==> src/rtl/rws_pkg.sv <==
package rws_pkg;

   // Request kinds.
   localparam logic [1:0] KIND_INITIAL = 2'd0;
   localparam logic [1:0] KIND_SEEK    = 2'd1;
   localparam logic [1:0] KIND_META    = 2'd2;

   // Byte limits.
   localparam logic [40:0] MIB              = 41'd1048576;
   localparam logic [40:0] META_MAX_BYTES   = 41'd16 * MIB;
   localparam logic [40:0] SMALL_FILE_LIMIT = 41'd64 * MIB;
   localparam logic [40:0] TAIL_MARGIN      = 41'd10 * MIB;
   localparam logic [31:0] RATE_FAST        = 32'd10485760;
   localparam logic [31:0] RATE_MID         = 32'd5242880;
   localparam logic [31:0] RATE_SLOW        = 32'd1048576;

   // Divider numerator and divisor widths.
   localparam int NumW = 30;
   localparam int DivW = 27;
   localparam int CmpW = DivW + 8;

   localparam logic [NumW-1:0] STARTUP_MIN_N = NumW'(24'd0) | (NumW'(1) << 24);
   localparam logic [NumW-1:0] STARTUP_MAX_N = NumW'(1) << 25;
   localparam logic [NumW-1:0] META_CAP_N    = NumW'(1) << 24;
   localparam logic [NumW-1:0] SEEK_CAP_N    = NumW'(1) << 27;
   localparam logic [NumW-1:0] WARM_CAP_N    = NumW'(1) << 28;

   // One divider pipeline stage.
   typedef struct packed {
      logic [NumW-1:0] num;
      logic [DivW-1:0] den;
      logic [7:0]      quo;
      logic            sat;
      logic            zero;
   } dstage_type;

   // Per-item control that travels alongside the dividers.
   typedef struct packed {
      logic        valid;
      logic [1:0]  kind;
      logic        startup;
      logic        small_file;
      logic [3:0]  imm;
      logic [6:0]  hot;
      logic [5:0]  warm;
      logic [26:0] rem;
   } side_type;

endpackage

==> src/rtl/rws_cdiv.sv <==
// Pipelined ceiling divider: quo = min(ceil(num / den), 255), zero when den is zero.
// Two quotient bits are resolved per stage over four stages.
module rws_cdiv (
   input  logic                          clock,
   input  logic [rws_pkg::NumW-1:0]      num_in,
   input  logic [rws_pkg::DivW-1:0]      den_in,
   output logic [7:0]                    quo_out
);

   rws_pkg::dstage_type stage_ff [4];
   rws_pkg::dstage_type stage_in [4];
   rws_pkg::dstage_type head;

   // Rounding offset and saturation check ahead of the first stage.
   always_comb begin
      head.num  = num_in + rws_pkg::NumW'(den_in) - rws_pkg::NumW'(den_in != '0);
      head.den  = den_in;
      head.quo  = '0;
      head.zero = (den_in == '0);
      head.sat  = ({{(rws_pkg::CmpW-rws_pkg::NumW){1'b0}}, head.num} >=
                   {den_in, 8'd0});
   end

   // Restoring division, two bits per stage.
   always_comb begin
      rws_pkg::dstage_type cur;
      logic [rws_pkg::CmpW-1:0] shd;
      for (int s = 0; s < 4; s++) begin
         cur = (s == 0) ? head : stage_ff[s-1];
         for (int b = 0; b < 2; b++) begin
            shd = {{8{1'b0}}, cur.den} << (7 - 2*s - b);
            if ({{(rws_pkg::CmpW-rws_pkg::NumW){1'b0}}, cur.num} >= shd) begin
               cur.num = cur.num - shd[rws_pkg::NumW-1:0];
               cur.quo[7-2*s-b] = 1'b1;
            end
         end
         stage_in[s] = cur;
      end
   end

   always_ff @(posedge clock) begin
      for (int s = 0; s < 4; s++) begin
         stage_ff[s] <= stage_in[s];
      end
   end

   assign quo_out = stage_ff[3].zero ? 8'd0 :
                    stage_ff[3].sat  ? 8'd255 : stage_ff[3].quo;

endmodule

==> config.mk <==
export PLATFORM = sky130hd
export DESIGN_NAME = rws_cdiv
export DESIGN_NICKNAME = d
export VERILOG_FILES = /design/src/rtl/rws_pkg.sv /design/src/rtl/rws_cdiv.sv
export SDC_FILE = /design/constraint.sdc
export NUM_CORES = 1
export LEC_CHECK = 0
export BUFFER_PORTS_ARGS = -buffer_cell sky130_fd_sc_hd__buf_2
export CORE_ASPECT_RATIO = 1.1
export CORE_MARGIN = 4
export CORE_UTILIZATION = 40
export CTS_CLUSTER_SIZE = 8
export DETAILED_ROUTE_END_ITERATION = 12
export GPL_TIMING_DRIVEN = 0
export MAX_ROUTING_LAYER = met4
export PLACE_DENSITY = 0.57
export SLEW_MARGIN = 20
export SYNTH_ARGS = -nofsm -noshare
export SYNTH_HDL_FRONTEND = slang
export SYNTH_SLANG_ARGS = --single-unit
==> constraint.sdc <==
create_clock -name clock -period 10.85 [get_ports clock]
set_input_delay 2.7125 -clock clock [delete_from_list [all_inputs] [get_ports clock]]
set_output_delay 2.7125 -clock clock [all_outputs]
set_load 0.01 [all_outputs]
After elaboration in Yosys (flattened, before gate mapping) --
Memories as Yosys holds them, arrays and structs flattened. Index checks and enable logic that the tools add are counted.
Word-level totals: input bits 58, bits in latches 0, flip-flop bits (word level) 0, output and inout port bits 8, RAM bits 268, logic and storage cells 40, memory bits (read-only) 0, memories kept 1
Cells by class: add/subtract/negate cells 10, reduce and logical (&&, ||, !) cells 2, magnitude comparators 9, multiply operators 0, equality and inequality tests 0, divide/modulo/power cells 0, bitwise operators 0, shift operators 0, multiplexer cells 18
Memories:
- stage_ff | words 4, width 67, read ports 4, clocked after Yosys merged registers in 0, write ports 4, RTL line rws_cdiv.sv:10 | rws_pkg::dstage_type stage_ff [4];
Operators with widths (number):
- two-way mux 30 bit | 8
- subtractor 30 bit | 5
- greater-or-equal comparator 30 x 35 -> 1 bit | 1
- greater-or-equal comparator 30 x 34 -> 1 bit | 1
- greater-or-equal comparator 30 x 33 -> 1 bit | 1
- greater-or-equal comparator 30 x 32 -> 1 bit | 1
- greater-or-equal comparator 30 x 31 -> 1 bit | 1
- adder 30 x 27 -> 30 bit | 1
- greater-or-equal comparator 30 x 27 -> 1 bit | 1
- greater-or-equal comparator 30 x 28 -> 1 bit | 1
- greater-or-equal comparator 30 x 29 -> 1 bit | 1
- greater-or-equal comparator 30 bit | 1
- subtractor 30 x 1 -> 30 bit | 1
- subtractor 30 x 27 -> 30 bit | 1
- subtractor 30 x 28 -> 30 bit | 1
- subtractor 30 x 29 -> 30 bit | 1
- logical NOT 27 bit | 1
- nonzero test 27 bit | 1
- two-way mux 8 bit | 2
- two-way mux 1 bit | 8

Depth between registers and ports, before layout --
Gate-level depths: netlist of the first run.
depth in word-level cells 6, depth in mapped cells 37, gate-level depth less buffers 35

Worst setup path after synthesis of the first run --
No wires, ideal clock.
path kind input to register, start point in den_in[26] in the netlist's numbering, end point mem stage_ff[0][49] in the netlist's numbering, path buffers 3, library setup time 121 ps, slack 618 ps, required time 10729 ps, stages on the path 35, arrival time 10111 ps, cell sequence inv_1 -> nand3_1 -> or3_1 -> or3_1 -> ha_1 -> inv_1 -> ha_1 -> inv_1 -> fa_1 -> nor2b_1 -> o21ai_0 -> a21oi_1 -> o31ai_1 -> a21oi_1 -> nor4b_1 -> a211o_1 -> ha_1 -> and2_1 -> nor2b_1 -> nand2_1 -> nor4_1 -> a311oi_1 -> a211oi_4 -> buf_6 -> mux2_2 -> ha_1 -> o21a_1 -> o31ai_1 -> a2111oi_0 -> nor2_1 -> o22ai_1 -> o21a_1 -> buf_2 -> clkbuf_1 -> mux2_2
RTL lines:
- start: declaration | RTL line rws_cdiv.sv:6 | input logic [rws_pkg::DivW-1:0] den_in,
- end: declaration | RTL line rws_cdiv.sv:10

==> summary.txt, run 1 <==
STA
  – Max-slew violations: 0
  – Slew of the pin with the lowest slew margin: 1150 ps
  – Final hold vios: 0
  – Maximum clock rate: 0.0944 GHz
  – Period Utilization, post-route: 0.976
  – Slew headroom: 0.229
  – Final Worst Setup Slack: ~260 ps
  – Min Tclk post-route: approximately 11000 ps
  – Final setup TNS: 0 ps
  – Setup violators final: 0
  – Skew final: around 15 ps

Placed design
  – GPL Wtd Cong: 0.978
  – Input/output buffers: 65
  – Post-DP HPWL: 46200 microns
  – Setup Slack @ Placement: -2630 ps

Floorplan
  – Core ar.: 46500 sq um
  – Horiz. Die Dim: 215 microns
  – Die footprint: roughly 50000 sq um
  – Die height: 235 microns
  – Standard-cell rows: 83
  – Initial core utilization: 0.404
  – Number of I/O pins: 66

Cells and area
  – Max reg flops: 199
  – Layout area overhead: 11.0%
  – Commonest non-fill, non-tap cell in the layout: ha_1
  – Final core utilization: 0.448
  – Fill cell count: between 4000 and 5000
  – Top reg by flops: stage_ff
  – Share of cells above drive strength 1: 0.117
  – Biggest regs: stage_ff x199
  – Most frequent cells in the layout: ha_1, inv_1, dfxtp_1, a21oi_1, nor2_1
  – # diodes: 0
  – Nets: approximately 2800

Yosys
  – Post-Syn Area: about 19000 sq um
  – Distinct cells, synth: 85
  – Seq/Total Area, Yosys: 0.212
  – Async SR Flop Fraction: 0
  – Top FF cell, synth: dfxtp_1
  – FF+latch count, synth: 199
  – Syn Inst Count: 2310
  – Synth Area per Inst: around 8.1 sq um
  – Syn_nets: 2660
  – Synthesis Warnings: 0
  – Post-synth EDFFs: 0

Power
  – Sequential power share: 0.160
  – Leakage: just under 0.01 uW
  – Worst VDD drop: about 0.00016 V
  – Pwr Total: around 6700 uW
  – Comb power frac: 0.743
  – Sw Pwr: 3150 uW
  – Clock Power Share: 0.097
  – Sw frac: 0.472
  – PwrDens: ~320 nW/um^2
  – Int Power: 3530 uW

Global route
  – Grt total ovfl: 0
  – Initial antenna violation count: 0
  – Vias in the first global route: about 17000
  – Total GRT Usage: 0.218
  – Largest net degree at the start of global routing: 23
  – Global-route wire length before repair: about 87000 microns

Setup path
  – CP Capture Type: register
  – Arrival time of the worst setup path: between 10000 and 15000 ps
  – Slowest cell on the critical path: or4b_2
  – Slowest stage delay, CP: between 600 and 700 ps
  – Worst EP required: 11210 ps
  – Critical Path Start Type: input pin
  – Top fanout value on the critical path: 10
  – Type of the worst setup path: in2reg

Drt
  – DRC: 0
  – Wirelength per Cell: 18.1 microns
  – Max Used Layer: met4
  – Via count: 16600
  – Vias per cell: 5.51
  – Drt total wl: 54500 microns
  – Antenna-violating nets left: 0
  – Starting DRT DRC Count: roughly 790
  – Met1 wire length: 23100 microns
  – Routed wire length on met3: 1030 microns
  – First drt pass iteration count: 5
  – Routed length on met2: 27200 microns

Run status
  – Status: completed

Clock network
  – CTS max path bufs: 2
  – Clock transition at path regs: 80 ps
  – CTS Sinks: 199
  – CTS tree: yes
  – Clk Latency, worst-skew pair: around 470 ps
  – Clock root buffer master: clkbuf_16
  – Total CTS buffers: 17
  – H-Tree Depth: 4

Flow run
  – Max Cap Violations: 0

Min path
  – Path type of the worst min-delay path: reg2reg
==> critical path: cells and delay by family <==
family,cells,cell delay (ps)
AND/OR/NAND/NOR,12,3280
AO/OA/AOI/OAI,8,1520
buffers and inverters,9,1380
adder cells (fa/ha/maj),5,1300
multiplexers,2,720
==> per-layer routing <==
layer,track usage,up-vias
met5,-,-
met4,0.129,0
met3,0.0133,124
met2,0.390,342
met1,0.238,7636
li1,-,8484
==> cells in the mapped netlist (19+ instances only) <==
library cell    n  area share
a21oi_1       199       0.053
nand4_1        41       0.014
xor2_1         52       0.024
mux2_2         79       0.047
nand2b_1       36       0.012
ha_1          284        0.19
o21bai_1       23      0.0092
o21a_1         40       0.016
nor3_1         44       0.012
dfxtp_1       199        0.21
nor2b_1        19      0.0063
o21ai_0       118       0.031
nand3_1        42       0.011
inv_1         248       0.050
nor2_1        160       0.032
and3_1         19      0.0063
a21o_1         84       0.034
clkbuf_1       36      0.0072
a31oi_1        28      0.0093
nand2_1       146       0.029
xnor2_1       111       0.052
==> path summary, 6_finish.rpt <==
path,start,end,slack [ps],cells past startpoint
worst max register to register,stage_ff[0][11]$_DFF_P_,stage_ff[1][64]$_DFF_P_,3500,17
worst min register to register,stage_ff[2][6]$_DFF_P_,stage_ff[3][6]$_DFF_P_,330,0
worst min-delay path,stage_ff[2][6]$_DFF_P_,stage_ff[3][6]$_DFF_P_,330,0
worst max-delay path,den_in[13],stage_ff[0][50]$_DFF_P_,260,36
==> area by class of cell <==
type	count	area [sq um]	share of cell area
Clock inverter	15	203	0.00972
Timing Repair Buffer	75	400	0.0192
Tap cell	595	744	0.0357
Sequential cell	199	3980	0.191
Inverter	248	935	0.0448
Buffer	49	267	0.0128
Clock buffer	17	425	0.0204
Multi-Input combinational cell	1813	13900	0.666
==> logic make-up after synthesis <==
logic type / after synthesis / synth area share
flip-flops: 199 / 0.212
buffers and inverters: 298 / 0.0627
AO/OA/AOI/OAI: 645 / 0.223
adder cells (fa/ha/maj): 292 / 0.198
AND/OR/NAND/NOR: 597 / 0.157
XOR/XNOR: 163 / 0.0760
multiplexers: 116 / 0.0714
==> power groups by stage <==
stage | Clock [uW] | Sequential, uW | Combinational [uW]
after detailed placement | 0 | 1090 | 4850
after floorplan | 0 | 1030 | 3880
after CTS | 665 | 1070 | 4920
after global routing | 695 | 1090 | 5530
after global placement | 0 | 1080 | 4810
final | 649 | 1070 | 4960
==> stage by stage <==
step                hold WS, ps  cells  area, sq um
global placement            313   2970        19800
floorplan                   310   2310        18800
finish                      331   3011        20800
detailed placement          313   2970        19800
global route                336   3011        20800
CTS                         332   3007        20700
==> timing repair <==
item | in CTS | in global routing
hold buffers | 0 | 0
gates cloned | 0 | 0
setup endpoints to repair | 25 | 24
setup buffers | 6 | 4
gates resized for setup | 39 | 23
pin swaps | 7 | 7
Power figures use the tool's default switching activity.
==> run 2: changes to the inputs <==
CORE_UTILIZATION = 52   (was 40)
PLACE_DENSITY = 0.7   (was 0.57)
==> summary.txt, run 2 (synthesis gave the netlist of run 1 again) <==
Setup path
  – Critical Path Start Type: input pin
  – CP Capture Type: register
  – Bufs and invs on worst path: 6
  – Slowest cell on the critical path: or4b_2
  – Top fanout value on the critical path: 10
  – Slowest stage delay, CP: 610 ps
  – Arrival time of the worst setup path: about 11000 ps
  – Most numerous cell on the critical path: ha_1
  – Cell family with most CP delay: simple AND/OR/NAND/NOR gates
  – Worst EP required: 11190 ps
  – Type of the worst setup path: in2reg

STA
  – Period Utilization, post-route: 0.974
  – Setup violators final: 0
  – Min Tclk post-route: 10570 ps
  – Final hold vios: 0
  – Slew headroom: 0.314
  – Max-slew violations: 0
  – Maximum clock rate: 0.0947 GHz
  – Slew of the pin with the lowest slew margin: 1020 ps
  – Skew final: 9.97 ps
  – Final Worst Setup Slack: 285 ps

Placed design
  – Input/output buffers: 65
  – Post-DP HPWL: 43800 microns
  – Dpl cell area: around 20000 sq um
  – Cells after DPL: 2856
  – GPL Wtd Cong: 0.996
  – Setup Slack @ Placement: -2290 ps

Drt
  – Starting DRT DRC Count: 1036
  – First drt pass iteration count: 5
  – Drt total wl: 52700 microns
  – Vias per cell: between 5 and 6
  – Wirelength per Cell: 18.2 microns
  – Antenna-violating nets left: 0
  – Via count: 16700
  – DRC: 0

Clock network
  – Clk Latency, worst-skew pair: between 400 and 500 ps
  – H-Tree Depth: 4
  – Total CTS buffers: 17
  – Clock root buffer master: clkbuf_16
  – Clock transition at path regs: 80 ps
  – CTS Sinks: 199
  – CTS max path bufs: 2
  – CTS tree: yes

Power
  – Worst VDD drop: 0.000132 V
  – Leakage: 0.00974 uW
  – PwrDens: 322 nW/um^2

Floorplan
  – Horiz. Die Dim: 189 microns
  – Number of I/O pins: 66
  – Standard-cell rows: between 70 and 80
  – Initial core utilization: 0.530
  – Die height: 207 microns
  – Core ar.: 35400 sq um
  – Die footprint: 39200 sq um

Cells and area
  – Layout area overhead: 10.1%
  – Biggest regs: stage_ff x199
  – Top reg by flops: stage_ff
  – Commonest non-fill, non-tap cell in the layout: ha_1
  – Most frequent cells in the layout: ha_1, inv_1, dfxtp_1, a21oi_1, nor2_1
  – Nets: 2754
  – # diodes: 0
  – Final core utilization: 0.584
  – Max reg flops: 199
  – Final instance area: around 21000 sq um
  – Fin cells: 2898
  – Share of cells above drive strength 1: 0.118

Global route
  – Largest net degree at the start of global routing: 21
  – Total GRT Usage: 0.268
  – Initial antenna violation count: 0
  – Grt total ovfl: 0
  – Vias in the first global route: 16500
  – Global-route wire length before repair: 83300 microns

Min path
  – Path type of the worst min-delay path: reg2reg

Run status
  – Status: completed

Flow run
  – Max Cap Violations: 0
==> run 2: changes by cell type in the layout (fill, tap and decap cells not counted), sizes merged <==
cell,change
buf,+2
clkbuf,-1
clkinv,-6
clkinvlp,+1
inv,+5
==> run 2: layout make-up <==
type	instances	area, sq um
fill	3282	14700
multi-input combinational	1813	13900
sequential	199	3980
inverter	248	931
tap	481	602
clock buffer	17	425
timing repair buffer	76	408
buffer	49	260
clock inverter	15	154
==> run 2: metrics by stage <==
step / hold WS (ps) / setup TNS (ps) / total power (uW)
3_3_place_gp: 312 / -49100 / 5830
4_1_cts: 327 / -1.94 / 6580
5_1_grt: 329 / -34.3 / 7260
3_5_place_dp: 312 / -51920 / 5900
2_1_floorplan: 310 / 0 / 4910
6_report: 326 / 0 / 6670
==> run 2: routing by layer <==
| layer | up-vias | track usage | part of all wire |
|---|---|---|---|
| li1 | 8522 | - | - |
| met1 | 7741 | 0.293 | 0.41 |
| met2 | 354 | 0.482 | 0.50 |
| met3 | 121 | 0.0205 | 0.024 |
| met4 | 0 | 0.141 | 0.060 |
| met5 | - | - | 0 |
==> run 2: timing repair <==
| action | 4_1_cts | 5_1_grt |
|---|---|---|
| hold buffers | 0 | 0 |
| setup buffers | 2 | 9 |
| gates resized for setup | 26 | 41 |
| endpoints found under the setup margin | 25 | 25 |
| pin swaps | 4 | 13 |
==> run 2: final timing paths <==
path	startpoint	end	slack, ps	depth (start not counted)
worst min register to register	stage_ff[2][4]$_DFF_P_	stage_ff[3][4]$_DFF_P_	330	0
worst min-delay path	stage_ff[2][4]$_DFF_P_	stage_ff[3][4]$_DFF_P_	330	0
worst max-delay path	den_in[7]	stage_ff[0][65]$_DFF_P_	280	36
worst max register to register	stage_ff[0][11]$_DFF_P_	stage_ff[1][64]$_DFF_P_	3660	17
==> run 2: where the power goes <==
| group | total, uW | switching (uW) | internal, uW | leakage [uW] |
|---|---|---|---|---|
| registers | 1070 | 117 | 948 | 0.00167 |
| clock network | 619 | 313 | 307 | 0.000277 |
| logic | 4980 | 2710 | 2270 | 0.00779 |
| total | 6670 | 3140 | 3520 | 0.00974 |
==> run 3: changes to the inputs <==
PLACE_DENSITY = default   (was 0.7)
PLACE_DENSITY_LB_ADDON = 0.1   (was default)
==> summary.txt, run 3 (synthesis gave the netlist of run 1 again) <==
Drt
  – First drt pass iteration count: 6
  – Starting DRT DRC Count: a little under 800
  – Vias per cell: between 5 and 6
  – Via count: 16600
  – DRC: 0
  – Drt total wl: ~52000 microns
  – Wirelength per Cell: between 15 and 20 microns
  – Antenna-violating nets left: 0

Clock network
  – H-Tree Depth: 4
  – Cts hold-fix bufs: 0
  – Total CTS buffers: 17
  – CTS Sinks: 199
  – CTS tree: yes
  – Clock transition at path regs: 80 ps
  – CTS max path bufs: 2
  – Clock root buffer master: clkbuf_16
  – Clk Latency, worst-skew pair: between 400 and 500 ps

Global route
  – Total GRT Usage: 0.266
  – Global Route met2 Usage: 0.486
  – Most Used Layer, Global Route: met2
  – Global-route wire length before repair: 82600 microns
  – Vias in the first global route: 16600
  – Grt total ovfl: 0
  – Met1 Resource Use GR: 0.282
  – Largest net degree at the start of global routing: 20
  – Routing usage on met3: 0.0203
  – Initial antenna violation count: 0

Setup path
  – CP Capture Type: register
  – Slowest cell on the critical path: or3_4
  – Arrival time of the worst setup path: 10940 ps
  – Type of the worst setup path: in2reg
  – Worst EP required: 11170 ps
  – Critical Path Start Type: input pin
  – Most numerous cell on the critical path: ha_1
  – Top fanout value on the critical path: 10
  – Slowest stage delay, CP: 490 ps

Floorplan
  – Standard-cell rows: 72
  – Die height: 207 microns
  – Core ar.: 35400 sq um
  – Number of I/O pins: 66
  – Horiz. Die Dim: 189 microns
  – Die footprint: about 40000 sq um
  – Initial core utilization: 0.530

Cells and area
  – Top reg by flops: stage_ff
  – Max reg flops: ~200
  – Share of cells above drive strength 1: 0.121
  – Final instance area: 20800 sq um
  – Biggest regs: stage_ff x199
  – Commonest non-fill, non-tap cell in the layout: ha_1
  – Nets: 2758
  – # diodes: 0
  – Final core utilization: 0.587
  – Most frequent cells in the layout: ha_1, inv_1, dfxtp_1, a21oi_1, nor2_1
  – Layout area overhead: 10.7%

STA
  – Slew headroom: 0.227
  – Final setup TNS: 0 ps
  – RSZ-0062 raised after global routing: false
  – Maximum clock rate: 0.0942 GHz
  – Final hold vios: 0
  – Period Utilization, post-route: 0.979
  – Setup violators final: 0
  – Hold Worst Slack: about 320 ps
  – Min Tclk post-route: 10620 ps
  – Skew final: 10.2 ps
  – Slew of the pin with the lowest slew margin: 1150 ps
  – Max-slew violations: 0

Power
  – Worst VDD drop: ~0.00014 V
  – Leakage: slightly below 0.01 uW
  – Pwr Total: roughly 6700 uW
  – PwrDens: 321 nW/um^2

Placed design
  – GPL Wtd Cong: just over 1
  – Dpl cell area: 19700 sq um
  – Post-DP HPWL: 44000 microns
  – Input/output buffers: 65

Min path
  – Path type of the worst min-delay path: reg2reg

Run status
  – Status: completed

Flow run
  – Max Cap Violations: 0
-- run 3: cell types whose count changed in the layout (fill, tap and decap cells not counted), moves of 2 or more --
cell	before	now
buf_4	13	16
ha_4	4	7
inv_6	8	5
ha_1	278	276
-- run 3: worst paths after layout --
| check | from | to | slack (ps) | cells after the start |
|---|---|---|---|---|
| max | den_in[13] | stage_ff[0][63]$_DFF_P_ | 230 | 35 |
| min | stage_ff[2][6]$_DFF_P_ | stage_ff[3][6]$_DFF_P_ | 320 | 0 |
| max reg2reg | stage_ff[0][11]$_DFF_P_ | stage_ff[1][65]$_DFF_P_ | 3600 | 17 |
| min reg2reg | stage_ff[2][6]$_DFF_P_ | stage_ff[3][6]$_DFF_P_ | 320 | 0 |
-- run 3: timing repair --
item                       4_1_cts  5_1_grt
setup buffers                    7        8
setup endpoints to repair       25       25
pin swaps                        8       12
cloned                           0        0
gates resized for setup         47       26
-- run 3: routing by layer --
metal	routed length, microns	part of all wire	vias to the layer above
li1	-	-	8520
met1	21300	0.41	7635
met2	26500	0.51	364
met3	1190	0.023	128
met4	3140	0.060	0
met5	0	0	-
-- run 3: metrics by stage --
stage | std cells | setup WS [ps]
6_report | 2902 | 233
5_1_grt | 2902 | 20.4
4_1_cts | 2894 | 16.2
3_5_place_dp | 2856 | -2650
3_3_place_gp | 2856 | -2640
2_1_floorplan | 2310 | 618
-- run 3: final cells by class --
class	count	area [sq um]
fillers	3338	14600
multi-input cells	1813	14000
flip-flops and latches	199	3980
plain buffers	49	267
repair buffers	80	438
inverters	248	935
well taps	481	602
clock inverters	14	161
clock buffers	18	429
-- run 3: power breakdown --
part / total, uW / internal [uW] / switching, uW
sequential: 1070 / 949 / 118
combinational: 4990 / 2280 / 2700
clock: 624 / 328 / 296
-- run 3: critical path: cells and delay by family --
family          cells  cell delay (ps)
simple gates        9             2290
mux                 2              710
xor+xnor            1              190
compound gates     11             2560
fa+ha+maj           4             1200
buf+inv             8             1250
